<file path="src/rtl/angle_distance_height_meter_assert.svh">
// Assertion macros shared by the meter's RTL files.
`ifndef ANGLE_DISTANCE_HEIGHT_METER_ASSERT_SVH
`define ANGLE_DISTANCE_HEIGHT_METER_ASSERT_SVH
`ifndef SYNTHESIS
// Same-cycle implication, disabled during reset.
`define ADHM_ASSERT_IMP(lbl, clk, rst, ante, cons) \
  lbl: assert property (@(posedge clk) disable iff (rst) (ante) |-> (cons)) \
    else $error("adhm assertion failed");
// Next-cycle implication, disabled during reset.
`define ADHM_ASSERT_NXT(lbl, clk, rst, ante, cons) \
  lbl: assert property (@(posedge clk) disable iff (rst) (ante) |=> (cons)) \
    else $error("adhm assertion failed");
`else
`define ADHM_ASSERT_IMP(lbl, clk, rst, ante, cons)
`define ADHM_ASSERT_NXT(lbl, clk, rst, ante, cons)
`endif
`endif

</file>
<file path="src/rtl/adhm_pkg.sv">
// Shared constants and types of the angle distance height meter.
`timescale 1ns / 1ps
`default_nettype none
package adhm_pkg;
  localparam int ANGLE_W = 25;                 // reduced angle magnitude in (0, 1.4]
  localparam logic signed [31:0] LIM_Q24 = 32'sd23488102;
  localparam logic signed [31:0] HALFPI_Q24 = 32'sd26353589;
  localparam int TAN_FRAC = 28;
  localparam logic [63:0] ONE_Q28 = 64'd1 << TAN_FRAC;
  localparam logic [63:0] TAN_MAX = 64'h0000_0000_FFFF_FFFF;
  localparam logic [39:0] OUT_MAX = 40'hFF_FFFF_FFFF;
  localparam logic [63:0] DIST_LIMIT = 64'd1 << 52;
  localparam int SH_W = 23;
  localparam logic [SH_W-1:0] SH_RESET = 23'd98304;
  localparam int CF_DEPTH_DEF = 9;
  localparam int QDEPTH = 2;
  localparam logic REG_SENSOR_HEIGHT = 1'b0;

  typedef struct packed {
    logic                bad;
    logic                has_b;
    logic [ANGLE_W-1:0]  ra;
    logic [ANGLE_W-1:0]  rb;
  } entry_t;

  typedef struct packed {
    logic        start;
    logic [63:0] dividend;
    logic [63:0] divisor;
  } div_req_t;

  typedef struct packed {
    logic        done;
    logic [63:0] quotient;
  } div_rsp_t;
endpackage
`default_nettype wire

</file>
<file path="src/rtl/adhm_queue.sv">
// Short queue of classified items between the front and back ends.
`timescale 1ns / 1ps
`default_nettype none
`include "angle_distance_height_meter_assert.svh"
module adhm_queue
  import adhm_pkg::*;
(
  input  wire logic   clk,
  input  wire logic   rst,
  input  wire logic   push,
  input  wire entry_t wdata,
  output logic        full,
  input  wire logic   pop,
  output logic        empty,
  output entry_t      rdata
);
  localparam int PTR_W = (QDEPTH > 1) ? $clog2(QDEPTH) : 1;
  localparam int CNT_W = $clog2(QDEPTH + 1);

  entry_t             slots [QDEPTH];
  logic [PTR_W-1:0]   wptr;
  logic [PTR_W-1:0]   rptr;
  logic [CNT_W-1:0]   count;

  assign full  = count == CNT_W'(QDEPTH);
  assign empty = count == '0;
  assign rdata = slots[rptr];

  always_ff @(posedge clk) begin
    if (push) slots[wptr] <= wdata;
  end

  always_ff @(posedge clk) begin
    if (rst) begin
      wptr  <= '0;
      rptr  <= '0;
      count <= '0;
    end else begin
      if (push) wptr <= (wptr == PTR_W'(QDEPTH - 1)) ? '0 : wptr + 1'b1;
      if (pop)  rptr <= (rptr == PTR_W'(QDEPTH - 1)) ? '0 : rptr + 1'b1;
      if (push && !pop)      count <= count + 1'b1;
      else if (pop && !push) count <= count - 1'b1;
    end
  end

  `ADHM_ASSERT_IMP(a_no_push_full, clk, rst, push, !full || pop)
  `ADHM_ASSERT_IMP(a_no_pop_empty, clk, rst, pop, !empty)
endmodule
`default_nettype wire

</file>
<file path="config.mk">
export PLATFORM = sky130hd
export DESIGN_NAME = adhm_queue
export DESIGN_NICKNAME = d
export VERILOG_FILES = /design/src/rtl/adhm_pkg.sv /design/src/rtl/adhm_queue.sv
export VERILOG_INCLUDE_DIRS = /design/src /design/src/rtl
export SDC_FILE = /design/constraint.sdc
export NUM_CORES = 1
export LEC_CHECK = 0
export BUFFER_PORTS_ARGS = -buffer_cell sky130_fd_sc_hd__buf_2
export CORE_MARGIN = 8
export CORE_UTILIZATION = 48
export CTS_BUF_LIST = sky130_fd_sc_hd__clkbuf_8
export CTS_CLUSTER_DIAMETER = 40
export DETAILED_ROUTE_END_ITERATION = 16
export GPL_TIMING_DRIVEN = 0
export PLACE_DENSITY = 0.77
export SYNTH_ARGS = -nofsm -noshare
export SYNTH_HDL_FRONTEND = slang
export SYNTH_SLANG_ARGS = --single-unit
</file>
<file path="constraint.sdc">
create_clock -name clk -period 3.2 [get_ports clk]
set_clock_uncertainty 0.05 [all_clocks]
set_input_delay 0.32 -clock clk [delete_from_list [all_inputs] [get_ports clk]]
set_output_delay 0.32 -clock clk [all_outputs]
set_load 0.01 [all_outputs]
</file>
==> impl_metrics.json <==
{
  "outcome": "finished, final reports clean",
  "antenna_found_initial": 0,
  "drv_cap": 0,
  "regToRegStartpoint": "wptr$_SDFFE_PP0P_",
  "setup_viol": 0,
  "regArea_um2": 3220,
  "path_class": "reg2out",
  "peakVddDrop_uv": 283,
  "finalNonFillerCells": 416,
  "fmax_mhz": 514,
  "vias": 2035,
  "gp_congestion": 0.694,
  "ff2ff_path_depth": 2,
  "finalSetupTns_ns": 0,
  "wl_per_cell_um": 17.2,
  "power.density_nw_per_um2": 566,
  "clk_latency_ns": 0.34,
  "grtUsageTotal": 0.128,
  "power.internal_mw": 2.11,
  "synth-simple-area-share": 0.0117,
  "worst_slew_pin_slew_ns": 0.679,
  "die_y_um": 107,
  "synth_compound_area_frac": 0.00253,
  "grt_pass1_vias": 2257,
  "fin_nets": 363,
  "hold_buffers": 0,
  "ios": 110,
  "root_buffer": "clkbuf_8",
  "required_ns": 2.83,
  "post-place-cells": 400,
  "clockBufferDepth": 2,
  "hold_path_class": "in2reg",
  "ys_seq_area_frac": 0.814,
  "ys_warn_count": 0,
  "drc": 0,
  "clkPwrFrac": 0.258,
  "place_ws_ns": 1.46,
  "leakagePower_nw": 1.83,
  "p_sw_mw": 0.634,
  "startpoint_type": "flop",
  "via_per_inst": 4.89,
  "fin_ws_ns": 1.26,
  "cts_sinks": 109,
  "io_buffers": 109,
  "synth_top_family_by_area": "multiplexers",
  "max_slew_margin": 0.546,
  "die-area_um2": 11400,
  "yosys_register_bits": 109,
  "layout-drive-gt1-share": 0.595,
  "crit_arrival_ns": 1.57,
  "h-tree-depth": 3,
  "cts_tree": "built",
  "drtPass1Iterations": 4,
  "fillers": 660,
  "hold_depth": 1,
  "seq_power_share": 0.613,
  "synth.net_count": 241,
  "grt_max_degree": 33,
  "netlist_instances": 184,
  "cts_resized": 0,
  "multiInputGateArea_um2": 698,
  "synth.cell_area_um2": 3960,
  "routed_wl_um": 7140,
  "timing.final.crit_share": 0.607,
  "final_cell_mix": "110 x buf_2, 104 x edfxtp_1, 52 x mux2_2, 9 x clkbuf_8",
  "syn_avg_cell_area_um2": 21.5,
  "coreArea_um2": 8090,
  "rsz0062_at_grt": "no",
  "clkTransAtPathRegs_ns": 0.10,
  "grt_overflow": 0,
  "hp-start": "wdata[47]",
  "cts_inserted_buffers": 9,
  "initial_utilization": 0.489,
  "synth_xor_xnor_area_share": 0.00885,
  "p_comb_frac": 0.129,
  "die_w_um": 107,
  "crit_path_end_kind": "output port",
  "critical_path_peak_fanout": 10,
  "drt_iter0_drc": 56,
  "grt_pass1_wl_um": 11100,
  "hpwl_um": 5070,
  "switching_share": 0.231,
  "ys_types": 16,
  "slew_violations": 0,
  "cts_setup_buffers": 0,
  "num_antenna_cells": 0,
  "synth_fa_ha_area_frac": 0.00316,
  "final.min_clock_period_ns": 1.94,
  "whs_ns": 0.102,
  "final_common_cell": "buf_2",
  "num_rows": 33,
  "ant_nets": 0,
  "area.growth.synth_to_final_pct": 22.5,
  "muxShareOfSynthArea": 0.148,
  "hold_viol_final": 0
}
-- sequential cells by signal, summed over array words and instances, names as in the netlist, named ones only --
register	count
count	2
rptr	1
slots	104
wptr	1
-- synthesized netlist by cell type (all sizes together) --
| library cell | count | share of area |
|---|---|---|
| a21oi | 1 | 0.0013 |
| and2 | 1 | 0.0016 |
| and2b | 1 | 0.0022 |
| buf | 6 | 0.011 |
| dfxtp | 5 | 0.025 |
| edfxtp | 104 | 0.79 |
| ha | 1 | 0.0032 |
| inv | 1 | 0.00095 |
| mux2 | 52 | 0.15 |
| nor2 | 5 | 0.0047 |
| nor2b | 1 | 0.0016 |
| o21ai | 1 | 0.0013 |
| or3 | 1 | 0.0016 |
| xnor2 | 2 | 0.0044 |
| xor2 | 2 | 0.0044 |
-- path summary, 6_finish.rpt --
check / slack [ns] / to
hold / removal: 0.10 / slots[1][47]$_DFFE_PP_
setup / recovery: 1.26 / rdata[51]
hold reg to reg: 0.46 / count[1]$_SDFFE_PP0P_
setup reg to reg: 1.58 / slots[1][38]$_DFFE_PP_
-- power groups by stage --
stage / combinational, mW / clock [mW] / sequential, mW
4_1_cts: 0.365 / 0.737 / 1.68
6_report: 0.354 / 0.708 / 1.68
2_1_floorplan: 0.203 / 0 / 1.71
5_1_grt: 0.389 / 0.782 / 1.69
3_3_place_gp: 0.345 / 0 / 1.72
3_5_place_dp: 0.363 / 0 / 1.72
-- worst max-delay path: stages (launching register included) --
cell and delay, ns:
dfxtp_1 0.31, buf_2 0.18, buf_4 0.23, mux2_2 0.36
buf_2 0.14
-- cell type report --
type,instances,area share
timing repair buffer,111,0.121
multi-input combinational,68,0.144
clock inverter,7,0.00877
buffer,6,0.00877
inverter,1,0.000774
sequential,109,0.664
tap,105,0.0271
clock buffer,9,0.0255
-- per-stage QoR --
step / total power [mW] / area, um^2 / util
floorplan: 1.92 / 3960 / -
global placement: 2.06 / 4640 / 0.573
detailed placement: 2.08 / 4680 / 0.579
CTS: 2.78 / 4850 / 0.599
global route: 2.86 / 4850 / 0.599
finish: 2.74 / 4850 / 0.599
-- logic make-up (layout without fill, tap and decap cells) --
family / Yosys count / in the layout
flops: 109 / 109
mux: 52 / 52
simple gates: 9 / 9
buf+inv: 7 / 134
xor+xnor: 4 / 4
compound gates: 2 / 2
fa+ha+maj: 1 / 1
-- metal layers --
metal / vias up / track usage / share of wire
li1: 963 / - / -
met1: 1004 / 0.131 / 0.39
met2: 59 / 0.231 / 0.53
met3: 9 / 0.0348 / 0.054
met4: 0 / 0.0673 / 0.020
met5: - / 0 / 0
(Power assumes the default switching activity.)
