===== src/rtl/angle_distance_height_meter_assert.svh =====
// Assertion macros shared by the meter's RTL files.
`ifndef ANGLE_DISTANCE_HEIGHT_METER_ASSERT_SVH
`define ANGLE_DISTANCE_HEIGHT_METER_ASSERT_SVH
`ifndef SYNTHESIS
// Same-cycle implication, disabled during reset.
`define ADHM_ASSERT_IMP(lbl, clk, rst, ante, cons) \
  lbl: assert property (@(posedge clk) disable iff (rst) (ante) |-> (cons)) \
    else $error("adhm assertion failed");
// Next-cycle implication, disabled during reset.
`define ADHM_ASSERT_NXT(lbl, clk, rst, ante, cons) \
  lbl: assert property (@(posedge clk) disable iff (rst) (ante) |=> (cons)) \
    else $error("adhm assertion failed");
`else
`define ADHM_ASSERT_IMP(lbl, clk, rst, ante, cons)
`define ADHM_ASSERT_NXT(lbl, clk, rst, ante, cons)
`endif
`endif


===== src/rtl/adhm_pkg.sv =====
// Shared constants and types of the angle distance height meter.
`timescale 1ns / 1ps
`default_nettype none
package adhm_pkg;
  localparam int ANGLE_W = 25;                 // reduced angle magnitude in (0, 1.4]
  localparam logic signed [31:0] LIM_Q24 = 32'sd23488102;
  localparam logic signed [31:0] HALFPI_Q24 = 32'sd26353589;
  localparam int TAN_FRAC = 28;
  localparam logic [63:0] ONE_Q28 = 64'd1 << TAN_FRAC;
  localparam logic [63:0] TAN_MAX = 64'h0000_0000_FFFF_FFFF;
  localparam logic [39:0] OUT_MAX = 40'hFF_FFFF_FFFF;
  localparam logic [63:0] DIST_LIMIT = 64'd1 << 52;
  localparam int SH_W = 23;
  localparam logic [SH_W-1:0] SH_RESET = 23'd98304;
  localparam int CF_DEPTH_DEF = 9;
  localparam int QDEPTH = 2;
  localparam logic REG_SENSOR_HEIGHT = 1'b0;

  typedef struct packed {
    logic                bad;
    logic                has_b;
    logic [ANGLE_W-1:0]  ra;
    logic [ANGLE_W-1:0]  rb;
  } entry_t;

  typedef struct packed {
    logic        start;
    logic [63:0] dividend;
    logic [63:0] divisor;
  } div_req_t;

  typedef struct packed {
    logic        done;
    logic [63:0] quotient;
  } div_rsp_t;
endpackage
`default_nettype wire


===== src/rtl/adhm_front.sv =====
// Front end: accepts beats, folds angles into the first quadrant, classifies them.
`timescale 1ns / 1ps
`default_nettype none
module adhm_front
  import adhm_pkg::*;
(
  input  wire logic               clk,
  input  wire logic               rst,
  input  wire logic               item_valid,
  output logic                    item_stall,
  input  wire logic signed [31:0] angle_a,
  input  wire logic signed [31:0] angle_b,
  input  wire logic               has_angle_b,
  input  wire logic               q_full,
  output logic                    q_push,
  output entry_t                  q_data
);
  logic               busy;
  logic signed [31:0] a_r;
  logic signed [31:0] b_r;
  logic               hb_r;
  logic               a_big;
  logic               b_big;

  assign a_big = a_r > LIM_Q24;
  assign b_big = hb_r && (b_r > LIM_Q24);
  assign item_stall = busy;
  assign q_push = busy && !a_big && !b_big && !q_full;

  always_comb begin
    q_data.bad   = (a_r <= 32'sd0) || (hb_r && (b_r <= 32'sd0));
    q_data.has_b = hb_r;
    q_data.ra    = a_r[ANGLE_W-1:0];
    q_data.rb    = b_r[ANGLE_W-1:0];
  end

  always_ff @(posedge clk) begin
    if (rst) begin
      busy <= 1'b0;
    end else if (!busy) begin
      if (item_valid) begin
        busy <= 1'b1;
        a_r  <= angle_a;
        b_r  <= angle_b;
        hb_r <= has_angle_b;
      end
    end else begin
      if (a_big) a_r <= a_r - HALFPI_Q24;
      if (b_big) b_r <= b_r - HALFPI_Q24;
      if (q_push) busy <= 1'b0;
    end
  end
endmodule
`default_nettype wire


===== config.mk =====
export PLATFORM = sky130hd
export DESIGN_NAME = adhm_front
export DESIGN_NICKNAME = d
export VERILOG_FILES = /design/src/rtl/angle_distance_height_meter_assert.svh /design/src/rtl/adhm_pkg.sv /design/src/rtl/adhm_front.sv
export SDC_FILE = /design/constraint.sdc
export NUM_CORES = 1
export LEC_CHECK = 0
export BUFFER_PORTS_ARGS = -buffer_cell sky130_fd_sc_hd__buf_2
export CORE_ASPECT_RATIO = 0.8
export CORE_MARGIN = 4
export CORE_UTILIZATION = 49
export DETAILED_ROUTE_END_ITERATION = 10
export PLACE_DENSITY = 0.77
export SKIP_LAST_GASP = 1
export SLEW_MARGIN = 20
export SYNTH_ARGS = -nofsm -noshare
export SYNTH_HDL_FRONTEND = slang
export SYNTH_SLANG_ARGS = --single-unit
export TNS_END_PERCENT = 100

===== constraint.sdc =====
create_clock -name clk -period 3.1 [get_ports clk]
set_clock_uncertainty 0.2 [all_clocks]
set_input_delay 0.31 -clock clk [delete_from_list [all_inputs] [get_ports clk]]
set_output_delay 0.31 -clock clk [all_outputs]
set_load 0.02 [all_outputs]

==> flow_summary.toml, run 1 <==
[status]
outcome = "finished clean"

[timing]
finalCritPeriodShare_pct = 96.4
rsz0062_at_grt = "no"
period_minus_slack_ns = 2.99
hold_violations = 0
max_freq_mhz = 335
tightest_slew_ns = 0.709
max_slew_margin_pct = 51.5
setup_tns_ns = 0
finalSetupViolCount = 0
slew_viol_final = 0

[grt]
grt_pass1_wl_um = 20000
busiest_layer = "met2"
grt_antenna_before_repair = 0
grtUsageMet3_pct = 5.33
grt.met1_usage_pct = 29.9
grt_max_degree = 42
overflow = 0
grt_use_total_pct = 21.0
use_met2_pct = 31.4
grt_pass1_vias = 3957

[synthesis]
synth-adder-area-share_pct = 1.00
ys_async_sr_fraction_pct = 0
yosysSeqAreaShare_pct = 39.4
synth_compound_area_share_pct = 16.8
synth_top_family_by_area = "simple AND/OR/NAND/NOR gates"
synth_area_leaders = "edfxtp_1 39%, buf_4 7.7%, mux2_2 5.2%"
synth_mux_area_share_pct = 5.18
synth_top_area_cell = "edfxtp_1"
ys_types = 74
yosys_warnings = 0
ys_ff_latch = 66
synth_xor_area_share_pct = 8.41
synth_top_flop_cell = "edfxtp_1"
yosysTopAreaCellShare_pct = 39.0
syn_inst = 515
syn_area_um2 = 5000
synth_simple_gate_area_share_pct = 18.7
syn_nets = 588
synth_edf_count = 65
avgSynthCellArea_um2 = 9.71

[cts]
cts_tree = "yes"
htreeDepth = 3
cts_buffer_depth = 2
cts_setup_buffers = 0
root_buffer = "clkbuf_16"
clock_sinks = 66
cts.clk_slew.worst_paths_ns = 0.05
cts_inserted_buffers = 9
worst_skew_pair.late_latency_ns = 0.33

[pwr]
p_per_area_nw_per_um2 = 473
p_leak_nw = 2.14
peakVddDrop_uv = 283

[detailed_routing]
vias = 4119
wl_per_cell_um = 17.3
detail-route-antenna-nets = 0
drt-initial-drc-count = 337
first_pass_iters = 5
postRouteWirelength_um = 12500
route.detailed.drc = 0
drt-vias-per-instance = 5.68

[die]
rows = 32
start_util_pct = 51.0
fp.dieArea_um2 = 11900
die_h_um = 98.4
core_um2 = 9810
io_pins = 123
die_w_um = 121

[layout]
drive_above_1_share_pct = 32.8
final_net_count = 658
stdcell_area_um2 = 5690
area.growth.synth_to_final_pct = 13.9
antennaDiodeCount = 0

[setup_path]
worstSetupEndpointType = "output port"
crit_type = "flop to output port"
worstPathRequired_ns = 2.59
start_kind = "flop"
crit_start = "a_r[20]"
worstPathMaxFanout = 6
r2r_start = "a_r[20]"
arrival_ns = 2.48

[hold_path]
holdCritStartpoint = "angle_a[2]"
hp-class = "primary input to flop"

[placed_design]
placed_area_um2 = 5410
hpwlAfterDp_um = 9200
portBuffers = 122
gp_congestion = 0.944

[flow_run]
cap_violations = 0
==> routing by layer <==
layer	vias to the layer above	wire, µm
li1	1992	-
met1	1916	5730
met2	193	5450
met3	18	1130
met4	0	199
met5	-	0
==> worst max-delay path, stage by stage (launching register included) <==
cell and delay, ns:
edfxtp_1 0.47, or4_1 0.60, nor4_1 0.31, a21oi_1 0.13
a21bo_1 0.20, a21oi_1 0.20, nor2_1 0.07, buf_2 0.16
==> power breakdown <==
group,total (mW),leakage [nW],internal [mW],switching [mW]
combinational,0.535,1.39,0.242,0.293
sequential,1.19,0.615,1.07,0.114
clock,0.970,0.137,0.612,0.357
==> registers in the layout (all words and copies together) (netlist names) <==
register    count
item_stall      1
b_r            32
a_r            32
hb_r            1
==> cell usage in the layout (no fill, tap or decap), types with 3 or more instances in the layout <==
master	n
nor3_1	12
a21oi_1	41
or3_1	8
a311o_1	3
o21bai_1	3
xnor2_1	29
mux2_2	23
nor2b_1	4
nor4_1	8
a31oi_1	5
or4_1	3
ha_1	4
inv_1	9
o311a_1	3
buf_2	122
nand2b_1	3
and3_1	6
nand4_1	12
o31a_1	3
clkbuf_16	9
o211ai_1	3
a21o_1	5
edfxtp_1	65
nand2_1	23
and2_1	6
xor2_1	19
or2_1	3
o21ai_1	5
buf_4	11
o21ai_0	8
nor2_1	55
nand3_1	12
==> layout make-up <==
cell class                      instances  area (µm²)
Clock buffer                           11         233
Clock inverter                          4        43.8
Fill cell                             862        4120
Inverter                               10        37.5
Multi-Input combinational cell        363        2510
Sequential cell                        66        1980
Tap cell                              136         170
Timing Repair Buffer                  135         723
==> synth_stat cells, types with 3 or more instances <==
cell type and count:
nor4_1 8, nor2b_1 4, a21o_1 5, and3_1 6, nand3_1 12, buf_2 5, ha_1 4, and2_1 6
o311a_1 3, o21ai_0 8, o31a_1 3, nor3_1 12, edfxtp_1 65, a21oi_1 41, o211ai_1 3, a31oi_1 5
o21bai_1 3, o21ba_1 3, nand2b_1 3, o21ai_1 5, or3_1 8, xnor2_1 29, or4_1 3, nand2_1 23
clkbuf_1 20, or2_1 3, buf_4 51, mux2_2 23, nand4_1 12, xor2_1 19, inv_1 9, a311o_1 3
nor2_1 56
==> through the flow <==
step | instances | util, % | hold slack [ns] | power (mW) | setup WS (ns)
2_1_floorplan | 515 | - | 0.209 | 1.60 | 0.195
3_3_place_gp | 709 | 55.1 | 0.308 | 1.72 | 0.366
3_5_place_dp | 709 | 55.1 | 0.301 | 1.73 | 0.284
4_1_cts | 725 | 58.0 | 0.0701 | 2.71 | 0.148
5_1_grt | 725 | 58.0 | 0.0736 | 2.82 | 0.0161
6_report | 725 | 58.0 | 0.0809 | 2.69 | 0.111
==> final timing paths <==
check             to  slack [ns]  cells after the start
max           q_push        0.11                      7
min reg2reg  a_r[30]        0.49                      3
max reg2reg  a_r[29]        0.23                      7
min           a_r[2]        0.08                      2
==> cell families after synthesis <==
| logic type | Yosys count |
|---|---|
| AO/OA/AOI/OAI | 113 |
| XOR/XNOR | 48 |
| adder cells (fa/ha/maj) | 4 |
| buffers and inverters | 86 |
| flip-flops | 66 |
| multiplexers | 23 |
| AND/OR/NAND/NOR | 175 |
==> repair_timing <==
item / CTS / global route
resized for setup: 0 / 0
hold buffers: 1 / 0
hold endpoints to repair: 1 / 0
endpoints found under the setup margin: 0 / 0
(Power assumes the default switching activity.)
==> run 2: changes to the inputs <==
--- a/config.mk
+++ b/config.mk
@@ -9,6 +9,7 @@
 export CORE_ASPECT_RATIO = 0.8
 export CORE_MARGIN = 4
 export CORE_UTILIZATION = 49
+export CTS_BUF_LIST = sky130_fd_sc_hd__clkbuf_4 sky130_fd_sc_hd__clkbuf_8 sky130_fd_sc_hd__clkbuf_16
 export DETAILED_ROUTE_END_ITERATION = 10
 export PLACE_DENSITY = 0.77
 export SKIP_LAST_GASP = 1
==> flow_summary.toml, run 2 (synthesized netlist as in run 1, its figures left out) <==
[placed_design]
place_ws_ns = 0.284
portBuffers = 122
gp_congestion = 0.944
hpwlAfterDp_um = 9200
placed_area_um2 = 5410

[cts]
cts_setup_buffers = 0
worst_skew_pair.late_latency_ns = 0.33
cts_tree = "yes"
cts_inserted_buffers = 9
cts_buffer_depth = 2
clock_sinks = 66
root_buffer = "clkbuf_16"
cts.clk_slew.worst_paths_ns = 0.05
htreeDepth = 3

[timing]
finalSetupViolCount = 0
max_freq_mhz = 336
tightest_slew_ns = 0.693
slew_viol_final = 0
fin_hold_ws_ns = 0.0813
period_minus_slack_ns = 2.98
rsz0062_at_grt = "no"
final.setup.worst_slack_ns = 0.120
finalCritPeriodShare_pct = 96.1
max_slew_margin_pct = 52.6
hold_violations = 0
setup_tns_ns = 0

[grt]
grt_pass1_vias = 3956
grt_use_total_pct = 21.0
grt_pass1_wl_um = 20000
overflow = 0
grt_max_degree = 42
grt_antenna_before_repair = 0

[detailed_routing]
postRouteWirelength_um = 12500
drt-vias-per-instance = 5.74
wl_per_cell_um = 17.3
detail-route-antenna-nets = 0
first_pass_iters = 5
vias = 4163
route.detailed.drc = 0
drt-initial-drc-count = 337

[layout]
final_common_cell = "buf_2"
stdcell_area_um2 = 5700
reg_top3 = "a_r (32), b_r (32)"
antennaDiodeCount = 0
area.growth.synth_to_final_pct = 14.0
drive_above_1_share_pct = 33.1
final_net_count = 658
fin_util_pct = 58.1
layout_common_cells = "122 x buf_2, 65 x edfxtp_1, 55 x nor2_1"
fillCellCount = 863

[die]
die_w_um = 121
start_util_pct = 51.0
rows = 32
fp.dieArea_um2 = 11900
io_pins = 123
core_um2 = 9810
die_h_um = 98.4

[setup_path]
path_cells = "or4_1 > nor4_1 > a21oi_1 > a21bo_1 > a21oi_1 > nor2_1 > buf_2"
critical_path.endpoint = "q_push"
r2r_start = "a_r[20]"
crit_start = "a_r[20]"
worstSetupEndpointType = "output port"
reg2reg_to = "a_r[29]"
worstPathRequired_ns = 2.59
slowest_delay_ns = 0.60
critPathSlowestCell = "or4_1"
start_kind = "flop"
cp_common_cell = "a21oi_1"
rrSetupSlack_ns = 0.23
arrival_ns = 2.47
crit_type = "flop to output port"
rr_worst_depth = 7
worstPathMaxFanout = 6

[pwr]
peakVddDrop_uv = 285
p_leak_nw = 2.15
p_per_area_nw_per_um2 = 475

[status]
outcome = "finished clean"

[hold_path]
hp-class = "primary input to flop"

[flow_run]
cap_violations = 0
[run 2: cell count changes in the layout (fill, tap and decap cells not counted)]
cell      previous run  this run
clkbuf_1             2         0
clkbuf_4             0         2
[run 2: how the worst min path moves through the flow]
stage | from | endpoint | depth (start not counted)
6_report | angle_a[2] | a_r[2] | 2
5_1_grt | angle_b[4] | b_r[4] | 2
4_1_cts | angle_a[13] | a_r[13] | 2
3_5_place_dp | has_angle_b | hb_r | 1
3_3_place_gp | has_angle_b | hb_r | 1
2_1_floorplan | has_angle_b | hb_r | 0
[run 2: critical path, delay by kind of cell (launching register included)]
kind,cells,cell delay (ns)
buffers and inverters,1,0.16
AND/OR/NAND/NOR,3,0.98
flip-flops,1,0.47
AO/OA/AOI/OAI,3,0.53
[run 2: layout make-up]
class                   count  area [µm²]  share of cell area (%)
repair buffers            135         723                    12.7
clock buffers              11         240                    4.21
well taps                 136         170                    2.99
flip-flops and latches     66        1980                    34.7
clock inverters             4        43.8                   0.768
multi-input cells         363        2510                    44.0
inverters                  10        37.5                   0.658
[run 2: where the power goes]
group	internal, mW	total [mW]	switching (mW)
Combinational	0.242	0.535	0.292
Clock	0.630	0.987	0.358
Sequential	1.07	1.19	0.114
[run 2: what timing repair did]
item	CTS	global route
gates resized for setup	0	0
hold buffers	1	0
endpoints found under the hold margin	1	0
[run 2: per-layer routing]
metal / GRT usage (%) / share of wire (%)
met1: 29.9 / 45
met2: 31.4 / 44
met3: 5.33 / 9.1
met4: 6.36 / 1.7
met5: 0 / 0
[run 2: per-stage QoR]
stage	std cells	total power, mW
2_1_floorplan	515	1.60
3_3_place_gp	709	1.72
3_5_place_dp	709	1.73
4_1_cts	725	2.73
5_1_grt	725	2.84
6_report	725	2.71
