`src/rtl/angle_distance_height_meter_assert.svh`:
```
// Assertion macros shared by the meter's RTL files.
`ifndef ANGLE_DISTANCE_HEIGHT_METER_ASSERT_SVH
`define ANGLE_DISTANCE_HEIGHT_METER_ASSERT_SVH
`ifndef SYNTHESIS
// Same-cycle implication, disabled during reset.
`define ADHM_ASSERT_IMP(lbl, clk, rst, ante, cons) \
  lbl: assert property (@(posedge clk) disable iff (rst) (ante) |-> (cons)) \
    else $error("adhm assertion failed");
// Next-cycle implication, disabled during reset.
`define ADHM_ASSERT_NXT(lbl, clk, rst, ante, cons) \
  lbl: assert property (@(posedge clk) disable iff (rst) (ante) |=> (cons)) \
    else $error("adhm assertion failed");
`else
`define ADHM_ASSERT_IMP(lbl, clk, rst, ante, cons)
`define ADHM_ASSERT_NXT(lbl, clk, rst, ante, cons)
`endif
`endif

```
`src/rtl/adhm_pkg.sv`:
```
// Shared constants and types of the angle distance height meter.
`timescale 1ns / 1ps
`default_nettype none
package adhm_pkg;
  localparam int ANGLE_W = 25;                 // reduced angle magnitude in (0, 1.4]
  localparam logic signed [31:0] LIM_Q24 = 32'sd23488102;
  localparam logic signed [31:0] HALFPI_Q24 = 32'sd26353589;
  localparam int TAN_FRAC = 28;
  localparam logic [63:0] ONE_Q28 = 64'd1 << TAN_FRAC;
  localparam logic [63:0] TAN_MAX = 64'h0000_0000_FFFF_FFFF;
  localparam logic [39:0] OUT_MAX = 40'hFF_FFFF_FFFF;
  localparam logic [63:0] DIST_LIMIT = 64'd1 << 52;
  localparam int SH_W = 23;
  localparam logic [SH_W-1:0] SH_RESET = 23'd98304;
  localparam int CF_DEPTH_DEF = 9;
  localparam int QDEPTH = 2;
  localparam logic REG_SENSOR_HEIGHT = 1'b0;

  typedef struct packed {
    logic                bad;
    logic                has_b;
    logic [ANGLE_W-1:0]  ra;
    logic [ANGLE_W-1:0]  rb;
  } entry_t;

  typedef struct packed {
    logic        start;
    logic [63:0] dividend;
    logic [63:0] divisor;
  } div_req_t;

  typedef struct packed {
    logic        done;
    logic [63:0] quotient;
  } div_rsp_t;
endpackage
`default_nettype wire

```
`src/rtl/adhm_div.sv`:
```
// Radix-2 restoring divider, 64 by 64 bits, one quotient bit per cycle.
`timescale 1ns / 1ps
`default_nettype none
`include "angle_distance_height_meter_assert.svh"
module adhm_div
  import adhm_pkg::*;
(
  input  wire logic     clk,
  input  wire logic     rst,
  input  wire div_req_t req,
  output div_rsp_t      rsp
);
  logic        busy;
  logic        done;
  logic [6:0]  cnt;
  logic [64:0] rem;
  logic [63:0] quo;
  logic [63:0] dvs;
  logic [64:0] shifted;
  logic        fits;

  assign shifted = {rem[63:0], quo[63]};
  assign fits = shifted >= {1'b0, dvs};
  assign rsp.quotient = quo;
  assign rsp.done = done;

  always_ff @(posedge clk) begin
    if (rst) begin
      busy <= 1'b0;
      done <= 1'b0;
      cnt  <= '0;
    end else begin
      done <= 1'b0;
      if (!busy) begin
        if (req.start) begin
          busy <= 1'b1;
          cnt  <= 7'd64;
          rem  <= '0;
          quo  <= req.dividend;
          dvs  <= req.divisor;
        end
      end else begin
        rem <= fits ? shifted - {1'b0, dvs} : shifted;
        quo <= {quo[62:0], fits};
        cnt <= cnt - 1'b1;
        if (cnt == 7'd1) begin
          busy <= 1'b0;
          done <= 1'b1;
        end
      end
    end
  end

  `ADHM_ASSERT_IMP(a_done_idle, clk, rst, rsp.done, !busy)
endmodule
`default_nettype wire

```
`config.mk`:
```
export PLATFORM = sky130hd
export DESIGN_NAME = adhm_div
export DESIGN_NICKNAME = d
export VERILOG_FILES = /design/src/rtl/adhm_pkg.sv /design/src/rtl/adhm_div.sv
export VERILOG_INCLUDE_DIRS = /design/src /design/src/rtl
export SDC_FILE = /design/constraint.sdc
export NUM_CORES = 1
export LEC_CHECK = 0
export ABC_AREA = 1
export BUFFER_PORTS_ARGS = -buffer_cell sky130_fd_sc_hd__buf_2
export CAP_MARGIN = 0
export CORE_AREA = 2 2 159 223
export DETAILED_ROUTE_END_ITERATION = 10
export DIE_AREA = 0 0 161 225
export GPL_TIMING_DRIVEN = 0
export PLACE_DENSITY = 0.65
export SLEW_MARGIN = 20
export SYNTH_ARGS = -nofsm -noshare
export SYNTH_HDL_FRONTEND = slang
export SYNTH_SLANG_ARGS = --single-unit
```
`constraint.sdc`:
```
create_clock -name clk -period 7.2 [get_ports clk]
set_input_delay 0.72 -clock clk [delete_from_list [all_inputs] [get_ports clk]]
set_output_delay 0.72 -clock clk [all_outputs]
set_load 0.03 [all_outputs]
```
==> report_table.html, run 1 <==
<table>
<tr><th>Metric</th><th>Value</th></tr>
<tr><th colspan="2">STA</th></tr>
<tr><td>Tmin final</td><td>3.07 ns</td></tr>
<tr><td>Setup repair after global routing missed its margin</td><td>no</td></tr>
<tr><td>Max frequency</td><td>0.325 GHz</td></tr>
<tr><td>Worst slew margin</td><td>29.4%</td></tr>
<tr><td>Final Hold Slack</td><td>0.362 ns</td></tr>
<tr><td>Pin slew with the least headroom to its limit</td><td>1.06 ns</td></tr>
<tr><td>Final worst clock skew</td><td>0.0184 ns</td></tr>
<tr><td>Final number of hold-violating endpoints</td><td>0</td></tr>
<tr><td>Count of endpoints failing setup in the final report</td><td>0</td></tr>
<tr><td>Setup TNS</td><td>0 ns</td></tr>
<tr><td>Post-route fraction of the period consumed by the critical path</td><td>42.7%</td></tr>
<tr><td>Number of slew-limit violations in the final report</td><td>0</td></tr>
<tr><th colspan="2">Yosys</th></tr>
<tr><td>Number of instances in the synthesized netlist</td><td>2188</td></tr>
<tr><td>Xor and xnor area share after synthesis</td><td>1.83%</td></tr>
<tr><td>Number of warning messages in the yosys log</td><td>0</td></tr>
<tr><td>Cell area after synthesis</td><td>0.0148 mm²</td></tr>
<tr><td>#FFs+latches synth</td><td>201</td></tr>
<tr><td>Post-synth top area share</td><td>38.9%</td></tr>
<tr><td>Net count after synthesis</td><td>2386</td></tr>
<tr><td>Share of the synthesized area in compound gates (AO/OA/AOI/OAI)</td><td>2.07%</td></tr>
<tr><td>Proportion of synthesized area in mux cells</td><td>0%</td></tr>
<tr><td>Number of distinct library cells after synthesis</td><td>37</td></tr>
<tr><td>Sequential share of the synthesized area</td><td>40.1%</td></tr>
<tr><td>Area fraction in and, or, nand and nor cells after synthesis</td><td>37.6%</td></tr>
<tr><td>Combinational family with the most area after synthesis</td><td>simple AND/OR/NAND/NOR gates</td></tr>
<tr><td>Adder and majority gate portion of the synthesized area</td><td>5.70%</td></tr>
<tr><td>Average cell area after synthesis</td><td>6.78 µm²</td></tr>
<tr><td>Largest area contributor in the netlist</td><td>sky130_fd_sc_hd__edfxtp_1</td></tr>
<tr><td>Biggest area contributors in the synthesized netlist</td><td>sky130_fd_sc_hd__edfxtp_1, sky130_fd_sc_hd__nand2_1, sky130_fd_sc_hd__inv_1</td></tr>
<tr><th colspan="2">CTS</th></tr>
<tr><td>Maximum clock path buffer count</td><td>3</td></tr>
<tr><td>Clock sink total</td><td>201</td></tr>
<tr><td>Cell chosen for the clock root</td><td>sky130_fd_sc_hd__clkbuf_16</td></tr>
<tr><td>Post-cts repair resize count</td><td>0</td></tr>
<tr><td>Number of hold buffers added after CTS</td><td>0</td></tr>
<tr><td>Clock latency at the later pin of the worst-skew pair</td><td>0.53 ns</td></tr>
<tr><td>TritonCTS clock tree</td><td>done</td></tr>
<tr><td>TritonCTS Buffers</td><td>22</td></tr>
<tr><td>Clock transition time at the flip-flop clock pins of the worst setup and hold paths</td><td>0.06 ns</td></tr>
<tr><td>Post-CTS setup buffer count</td><td>0</td></tr>
<tr><td>CTS HTree Levels</td><td>1</td></tr>
<tr><th colspan="2">Critical path</th></tr>
<tr><td>Critical path arrival</td><td>3.35 ns</td></tr>
<tr><td>Register-to-register path setup slack</td><td>4.13 ns</td></tr>
<tr><td>Start of the worst register-to-register path</td><td>rem[42]</td></tr>
<tr><td>Setup Crit Path Kind</td><td>reg -&gt; reg</td></tr>
<tr><td>R2R cell count</td><td>15</td></tr>
<tr><td>Worst path required time</td><td>7.47 ns</td></tr>
<tr><td>Setup crit end kind</td><td>register</td></tr>
<tr><td>Beginning of the critical path</td><td>rem[42]</td></tr>
<tr><td>RR Endpoint</td><td>rem[42]</td></tr>
<tr><td>Startpoint Class</td><td>register</td></tr>
<tr><td>Top fanout value on the critical path</td><td>10</td></tr>
<tr><td>Worst setup path endpoint</td><td>rem[42]</td></tr>
<tr><th colspan="2">Flow run</th></tr>
<tr><td>Max Cap Violations</td><td>0</td></tr>
<tr><th colspan="2">Cells and area</th></tr>
<tr><td>Fraction of final layout cells with drive strength greater than 1</td><td>13.3%</td></tr>
<tr><td>Final cell count without fillers</td><td>2880</td></tr>
<tr><td>Multi-input logic area</td><td>0.00701 mm²</td></tr>
<tr><td>Number of antenna cells inserted</td><td>0</td></tr>
<tr><td>Filler cell count in the final layout</td><td>3560</td></tr>
<tr><td>Seq. cell area</td><td>0.00595 mm²</td></tr>
<tr><td>Total Nets Final</td><td>2611</td></tr>
<tr><td>Synthesis-to-layout area growth</td><td>17.1%</td></tr>
<tr><th colspan="2">Die</th></tr>
<tr><td>Io pins</td><td>196</td></tr>
<tr><td>Area enclosed by the die boundary</td><td>0.0362 mm²</td></tr>
<tr><td># rows</td><td>80</td></tr>
<tr><td>Floorplan Core Area</td><td>0.0340 mm²</td></tr>
<tr><td>Effective utilization at floorplan</td><td>43.6%</td></tr>
<tr><td>Horizontal die dimension</td><td>161 µm</td></tr>
<tr><td>Chip Height</td><td>225 µm</td></tr>
<tr><th colspan="2">GRT</th></tr>
<tr><td>Number of global-route vias before repair</td><td>13507</td></tr>
<tr><td>Wire length of the first global-routing pass</td><td>70.7 mm</td></tr>
<tr><td>GR Util All Layers</td><td>25.2%</td></tr>
<tr><td>Gr ovfl total</td><td>0</td></tr>
<tr><td>Maximum number of pins on one net before global-route repair</td><td>29</td></tr>
<tr><td>Initial antenna violation count</td><td>0</td></tr>
<tr><th colspan="2">Pwr</th></tr>
<tr><td>Max IR drop VDD</td><td>0.167 mV</td></tr>
<tr><td>Total power density per cell area</td><td>211 mW/mm²</td></tr>
<tr><td>Post-layout total power</td><td>3.66 mW</td></tr>
<tr><td>Leakage dissipation</td><td>9.46 nW</td></tr>
<tr><th colspan="2">Outcome</th></tr>
<tr><td>Run status</td><td>completed</td></tr>
<tr><th colspan="2">Detailed routing</th></tr>
<tr><td>Number of remaining DRC errors</td><td>0</td></tr>
<tr><td>Final WL</td><td>45.9 mm</td></tr>
<tr><td>Total iterations of the first detailed-routing run</td><td>6</td></tr>
<tr><td>Remaining antenna violation count</td><td>0</td></tr>
<tr><td>WL per Instance</td><td>15.9 µm</td></tr>
<tr><td>Detailed-route via count</td><td>13617</td></tr>
<tr><td>Number of DRC markers in iteration 0</td><td>822</td></tr>
<tr><td>Via-to-Cell Ratio</td><td>4.73</td></tr>
<tr><th colspan="2">Worst hold path</th></tr>
<tr><td>Hold crit path type</td><td>in -&gt; reg</td></tr>
<tr><th colspan="2">Placed design</th></tr>
<tr><td>Instance count after placement with tap cells included</td><td>2840</td></tr>
<tr><td>IO Port Bufs</td><td>194</td></tr>
<tr><td>Placed wire-length estimate</td><td>38.0 mm</td></tr>
<tr><td>RD Place Congestion</td><td>0.983</td></tr>
</table>
[worst max-delay path, stage by stage, from the launching register on]
cell and delay, ns:
sky130_fd_sc_hd__edfxtp_1 0.41, sky130_fd_sc_hd__ha_1 0.50, sky130_fd_sc_hd__nand2_1 0.17, sky130_fd_sc_hd__nor2_1 0.18
sky130_fd_sc_hd__nand2_1 0.12, sky130_fd_sc_hd__nor2_1 0.17, sky130_fd_sc_hd__nand2_1 0.17, sky130_fd_sc_hd__nor2_1 0.14
sky130_fd_sc_hd__nor2_1 0.06, sky130_fd_sc_hd__inv_2 0.06, sky130_fd_sc_hd__nor2_4 0.05, sky130_fd_sc_hd__nand2_4 0.16
sky130_fd_sc_hd__buf_2 0.37, sky130_fd_sc_hd__nand2_1 0.12, sky130_fd_sc_hd__nand2_1 0.09, sky130_fd_sc_hd__nor2_1 0.05
[report_power, final]
part | switching [mW] | internal, mW | total, mW | leakage, nW
clock | 0.488 | 0.784 | 1.27 | 0.386
combinational | 0.654 | 0.313 | 0.966 | 7.16
sequential | 0.0396 | 1.38 | 1.42 | 1.91
total | 1.18 | 2.48 | 3.66 | 9.46
[placed cells by master (no fill, tap or decap), types with 3 or more instances in the layout]
master	count
sky130_fd_sc_hd__nand2_1	944
sky130_fd_sc_hd__inv_1	433
sky130_fd_sc_hd__nor2_1	207
sky130_fd_sc_hd__buf_2	205
sky130_fd_sc_hd__edfxtp_1	192
sky130_fd_sc_hd__ha_1	66
sky130_fd_sc_hd__nand3_1	55
sky130_fd_sc_hd__nand3b_1	55
sky130_fd_sc_hd__a21oi_1	44
sky130_fd_sc_hd__nor2_2	37
sky130_fd_sc_hd__xor2_1	30
sky130_fd_sc_hd__clkbuf_1	23
sky130_fd_sc_hd__clkbuf_16	23
sky130_fd_sc_hd__nor3_1	12
sky130_fd_sc_hd__nand4_1	12
sky130_fd_sc_hd__dfxtp_1	9
sky130_fd_sc_hd__inv_2	8
sky130_fd_sc_hd__buf_6	8
sky130_fd_sc_hd__nand2_2	7
sky130_fd_sc_hd__o21ai_0	6
sky130_fd_sc_hd__and2_1	5
sky130_fd_sc_hd__bufinv_16	5
sky130_fd_sc_hd__clkinvlp_4	5
sky130_fd_sc_hd__nor2_4	4
sky130_fd_sc_hd__buf_12	4
sky130_fd_sc_hd__nor4_1	3
sky130_fd_sc_hd__clkinv_2	3
sky130_fd_sc_hd__buf_16	3
[flip-flops by register name (all words and copies together), names as in the netlist]
signal	cells
busy	1
cnt	7
done	1
dvs	64
quo	64
rem	64
[routing by layer]
metal / share of wire (%) / track usage, % / vias up
li1: - / - / 7058
met1: 39 / 27.3 / 6096
met2: 51 / 47.5 / 367
met3: 4.7 / 3.48 / 96
met4: 5.7 / 13.2 / 0
met5: 0 / 0 / -
[synth_stat cells]
master                     instances
sky130_fd_sc_hd__o311a_1           1
sky130_fd_sc_hd__o31ai_1           1
sky130_fd_sc_hd__nand4_1          12
sky130_fd_sc_hd__clkbuf_1         22
sky130_fd_sc_hd__nor2_2           37
sky130_fd_sc_hd__fa_1              1
sky130_fd_sc_hd__xor2_1           30
sky130_fd_sc_hd__ha_1             66
sky130_fd_sc_hd__buf_4             1
sky130_fd_sc_hd__o22ai_1           1
sky130_fd_sc_hd__nand2_1         944
sky130_fd_sc_hd__a21oi_1          44
sky130_fd_sc_hd__nor4_1            3
sky130_fd_sc_hd__o21ai_0           6
sky130_fd_sc_hd__and3_1            1
sky130_fd_sc_hd__nand3_2           1
sky130_fd_sc_hd__xnor2_1           1
sky130_fd_sc_hd__a21oi_2           1
sky130_fd_sc_hd__buf_6             8
sky130_fd_sc_hd__nand3b_1         55
sky130_fd_sc_hd__nor4_4            1
sky130_fd_sc_hd__buf_2            11
sky130_fd_sc_hd__edfxtp_1        192
sky130_fd_sc_hd__inv_2             8
sky130_fd_sc_hd__nand3_1          55
sky130_fd_sc_hd__nand2_2           7
sky130_fd_sc_hd__dfxtp_1           9
sky130_fd_sc_hd__nor3_1           12
sky130_fd_sc_hd__nor2_4            2
sky130_fd_sc_hd__buf_1             1
sky130_fd_sc_hd__a211oi_1          2
sky130_fd_sc_hd__o21ai_2           1
sky130_fd_sc_hd__or2_2             2
sky130_fd_sc_hd__inv_1           433
sky130_fd_sc_hd__nor2_1          209
sky130_fd_sc_hd__nand2_4           2
sky130_fd_sc_hd__and2_1            5
[cell families (layout without fill, tap and decap cells)]
family | after synthesis | in the layout
xor+xnor | 31 | 31
compound gates | 57 | 57
flops | 201 | 201
buf+inv | 484 | 725
simple gates | 1348 | 1348
fa+ha+maj | 67 | 67
[stage by stage]
stage	utilization [%]	instance area, µm²	setup WS, ns
2_1_floorplan	-	14800	0.314
3_3_place_gp	48.1	16400	-2.36
3_5_place_dp	48.6	16500	4.11
4_1_cts	51.0	17400	4.10
5_1_grt	51.0	17400	3.99
6_report	51.0	17400	4.13
[worst min path at each step]
stage / startpoint / depth (start not counted) / endpoint / slack, ns
after floorplan: cnt[6] / 1 / cnt[6] / 0.44
after global placement: cnt[6] / 1 / cnt[6] / 0.46
after detailed placement: cnt[6] / 1 / cnt[6] / 0.47
after CTS: req[3] / 1 / dvs[3] / 0.34
after global routing: req[3] / 1 / dvs[3] / 0.34
final: req[3] / 1 / dvs[3] / 0.36
[cell type report]
type / instances / area share, %
Tap cell: 451 / 3.25
Sequential cell: 201 / 34.2
Timing Repair Buffer: 201 / 6.53
Buffer: 43 / 1.38
Clock buffer: 26 / 3.49
Inverter: 441 / 9.53
Clock inverter: 14 / 1.22
Multi-Input combinational cell: 1503 / 40.4
Note: power is estimated with default switching activity, not from simulation.
==> inputs of run 2 (changes only) <==
clock period = 2.6 ns   (was 7.2 ns; I/O delays follow)
==> run 2 against run 1 <==
Net effect: clock power grew 130%; utilization grew 8.7 points; sequential share of layout area shrank 5.0 points; global-route usage grew 2.1 points; largest power group unchanged; highest routed layer unchanged.
==> report_table.html, run 2 (synthesized netlist as in run 1, its figures left out) <==
<table>
<tr><th>Metric</th><th>Value</th></tr>
<tr><th colspan="2">Cells and area</th></tr>
<tr><td>Seq. cell area</td><td>0.00595 mm²</td></tr>
<tr><td>Registers with the highest flip-flop counts</td><td>dvs: 64 flops, quo: 64 flops, rem: 64 flops</td></tr>
<tr><td>Final cell count without fillers</td><td>3040</td></tr>
<tr><td>Number of antenna cells inserted</td><td>0</td></tr>
<tr><td>Most common library cell in the layout ignoring fill and taps</td><td>sky130_fd_sc_hd__nand2_1</td></tr>
<tr><td>Synthesis-to-layout area growth</td><td>36.9%</td></tr>
<tr><td>Multi-input logic area</td><td>0.00845 mm²</td></tr>
<tr><td>Commonest cells after routing, fill and taps aside</td><td>sky130_fd_sc_hd__nand2_1, sky130_fd_sc_hd__inv_1, sky130_fd_sc_hd__buf_2</td></tr>
<tr><td>Fraction of final layout cells with drive strength greater than 1</td><td>22.4%</td></tr>
<tr><td>Total Nets Final</td><td>2773</td></tr>
<tr><td>Filler cell count in the final layout</td><td>3183</td></tr>
<tr><th colspan="2">Placed design</th></tr>
<tr><td>Instance count after placement with tap cells included</td><td>2840</td></tr>
<tr><td>IO Port Bufs</td><td>194</td></tr>
<tr><td>Minimum setup slack after placement</td><td>-0.491 ns</td></tr>
<tr><td>Placed wire-length estimate</td><td>38.8 mm</td></tr>
<tr><td>RD Place Congestion</td><td>1.02</td></tr>
<tr><th colspan="2">CTS</th></tr>
<tr><td>TritonCTS Buffers</td><td>21</td></tr>
<tr><td>Clock latency at the later pin of the worst-skew pair</td><td>0.53 ns</td></tr>
<tr><td>Cell chosen for the clock root</td><td>sky130_fd_sc_hd__clkbuf_16</td></tr>
<tr><td>Clock transition time at the flip-flop clock pins of the worst setup and hold paths</td><td>0.07 ns</td></tr>
<tr><td>Maximum clock path buffer count</td><td>3</td></tr>
<tr><td>TritonCTS clock tree</td><td>done</td></tr>
<tr><td>Clock sink total</td><td>201</td></tr>
<tr><td>CTS HTree Levels</td><td>1</td></tr>
<tr><th colspan="2">Die</th></tr>
<tr><td>Area enclosed by the die boundary</td><td>0.0362 mm²</td></tr>
<tr><td># rows</td><td>80</td></tr>
<tr><td>Floorplan Core Area</td><td>0.0340 mm²</td></tr>
<tr><td>Effective utilization at floorplan</td><td>43.6%</td></tr>
<tr><td>Io pins</td><td>196</td></tr>
<tr><td>Horizontal die dimension</td><td>161 µm</td></tr>
<tr><td>Chip Height</td><td>225 µm</td></tr>
<tr><th colspan="2">Critical path</th></tr>
<tr><td>Setup Crit Path Kind</td><td>reg -&gt; reg</td></tr>
<tr><td>CP cell instances</td><td>ha_4 -&gt; nand2_1 -&gt; nor2_4 -&gt; nand3_1 -&gt; nand3_4 -&gt; nand2_1 -&gt; nand2_1 -&gt; nand3_2 -&gt; nand3_1 -&gt; nand2_1 -&gt; nor2_4 -&gt; nor2_1</td></tr>
<tr><td>Setup crit end kind</td><td>register</td></tr>
<tr><td>R2R cell count</td><td>12</td></tr>
<tr><td>Cell type with the highest occurrence count on the critical path</td><td>sky130_fd_sc_hd__nand2_1</td></tr>
<tr><td>Worst path required time</td><td>2.88 ns</td></tr>
<tr><td>Library cell contributing the largest single delay on the critical path</td><td>sky130_fd_sc_hd__edfxtp_1</td></tr>
<tr><td>Critical path arrival</td><td>2.84 ns</td></tr>
<tr><td>Startpoint Class</td><td>register</td></tr>
<tr><td>Top fanout value on the critical path</td><td>4</td></tr>
<tr><td>Crit path largest cell delay</td><td>0.44 ns</td></tr>
<tr><th colspan="2">Detailed routing</th></tr>
<tr><td>Remaining antenna violation count</td><td>0</td></tr>
<tr><td>Number of remaining DRC errors</td><td>0</td></tr>
<tr><td>Via-to-Cell Ratio</td><td>4.80</td></tr>
<tr><td>WL per Instance</td><td>16.6 µm</td></tr>
<tr><td>Final WL</td><td>50.6 mm</td></tr>
<tr><td>Number of DRC markers in iteration 0</td><td>852</td></tr>
<tr><td>Total iterations of the first detailed-routing run</td><td>7</td></tr>
<tr><td>Detailed-route via count</td><td>14587</td></tr>
<tr><th colspan="2">GRT</th></tr>
<tr><td>Maximum number of pins on one net before global-route repair</td><td>29</td></tr>
<tr><td>Initial antenna violation count</td><td>0</td></tr>
<tr><td>Number of global-route vias before repair</td><td>14509</td></tr>
<tr><td>Wire length of the first global-routing pass</td><td>76.2 mm</td></tr>
<tr><td>GR Util All Layers</td><td>27.3%</td></tr>
<tr><td>Gr ovfl total</td><td>0</td></tr>
<tr><th colspan="2">Worst hold path</th></tr>
<tr><td>Hold path cells</td><td>3</td></tr>
<tr><td>Hold crit path type</td><td>in -&gt; reg</td></tr>
<tr><th colspan="2">STA</th></tr>
<tr><td>Count of endpoints failing setup in the final report</td><td>0</td></tr>
<tr><td>Setup TNS</td><td>0 ns</td></tr>
<tr><td>Pin slew with the least headroom to its limit</td><td>1.09 ns</td></tr>
<tr><td>Setup repair after global routing missed its margin</td><td>yes</td></tr>
<tr><td>Minimum setup slack in the final design</td><td>0.0378 ns</td></tr>
<tr><td>Number of slew-limit violations in the final report</td><td>0</td></tr>
<tr><td>Worst slew margin</td><td>27.0%</td></tr>
<tr><td>Final Hold Slack</td><td>0.00693 ns</td></tr>
<tr><td>Max frequency</td><td>0.390 GHz</td></tr>
<tr><td>Tmin final</td><td>2.56 ns</td></tr>
<tr><td>Final number of hold-violating endpoints</td><td>0</td></tr>
<tr><td>Final worst clock skew</td><td>0.0126 ns</td></tr>
<tr><td>Post-route fraction of the period consumed by the critical path</td><td>98.5%</td></tr>
<tr><th colspan="2">Pwr</th></tr>
<tr><td>Max IR drop VDD</td><td>0.654 mV</td></tr>
<tr><td>Leakage dissipation</td><td>10.3 nW</td></tr>
<tr><td>Total power density per cell area</td><td>510 mW/mm²</td></tr>
<tr><td>Post-layout total power</td><td>10.4 mW</td></tr>
<tr><th colspan="2">Flow run</th></tr>
<tr><td>Max Cap Violations</td><td>0</td></tr>
<tr><th colspan="2">Outcome</th></tr>
<tr><td>Run status</td><td>completed</td></tr>
</table>
[run 2: final timing paths]
check,end,slack (ns),from
setup / recovery,rem[50],0.04,rem[5]
hold reg to reg,cnt[6],0.49,cnt[6]
setup reg to reg,rem[50],0.04,rem[5]
hold / removal,quo[28],0.007,req[92]
[run 2: what timing repair did]
item / in CTS / in global routing
gates resized for setup: 163 / 152
cloned: 2 / 2
pin swaps: 30 / 45
setup endpoints to repair: 65 / 65
hold buffers: 107 / 0
hold endpoints to repair: 107 / 0
buffers inserted: 26 / 29
[run 2: cell type report]
cell class	instances	share of cell area, %
Multi-Input combinational cell	1503	41.6
Clock buffer	28	2.81
Tap cell	451	2.78
Clock inverter	9	0.333
Buffer	40	1.60
Timing Repair Buffer	367	13.4
Inverter	441	8.20
Sequential cell	201	29.3
[run 2: through the flow]
stage | util, % | instance area [µm²]
4_1_cts | 57.3 | 19500
2_1_floorplan | - | 14900
6_report | 59.7 | 20300
3_5_place_dp | 48.6 | 16600
5_1_grt | 59.7 | 20300
3_3_place_gp | 48.2 | 16400
[run 2: critical path, delay by kind of cell, from the launching register on]
kind / cells / cell delay (ns)
AND/OR/NAND/NOR: 11 / 1.55
flip-flops: 1 / 0.44
adder cells (fa/ha/maj): 1 / 0.32
[run 2: metal layers]
layer	routed length [µm]	track usage, %
met3	2540	3.53
met2	26500	52.7
met4	3120	14.2
met1	18400	28.5
met5	0	0
[run 2: power by group]
part	switching [mW]	total, mW	leakage [nW]	internal, mW
combinational	2.08	3.43	8.10	1.35
sequential	0.153	3.99	1.91	3.83
clock	1.30	2.94	0.313	1.64
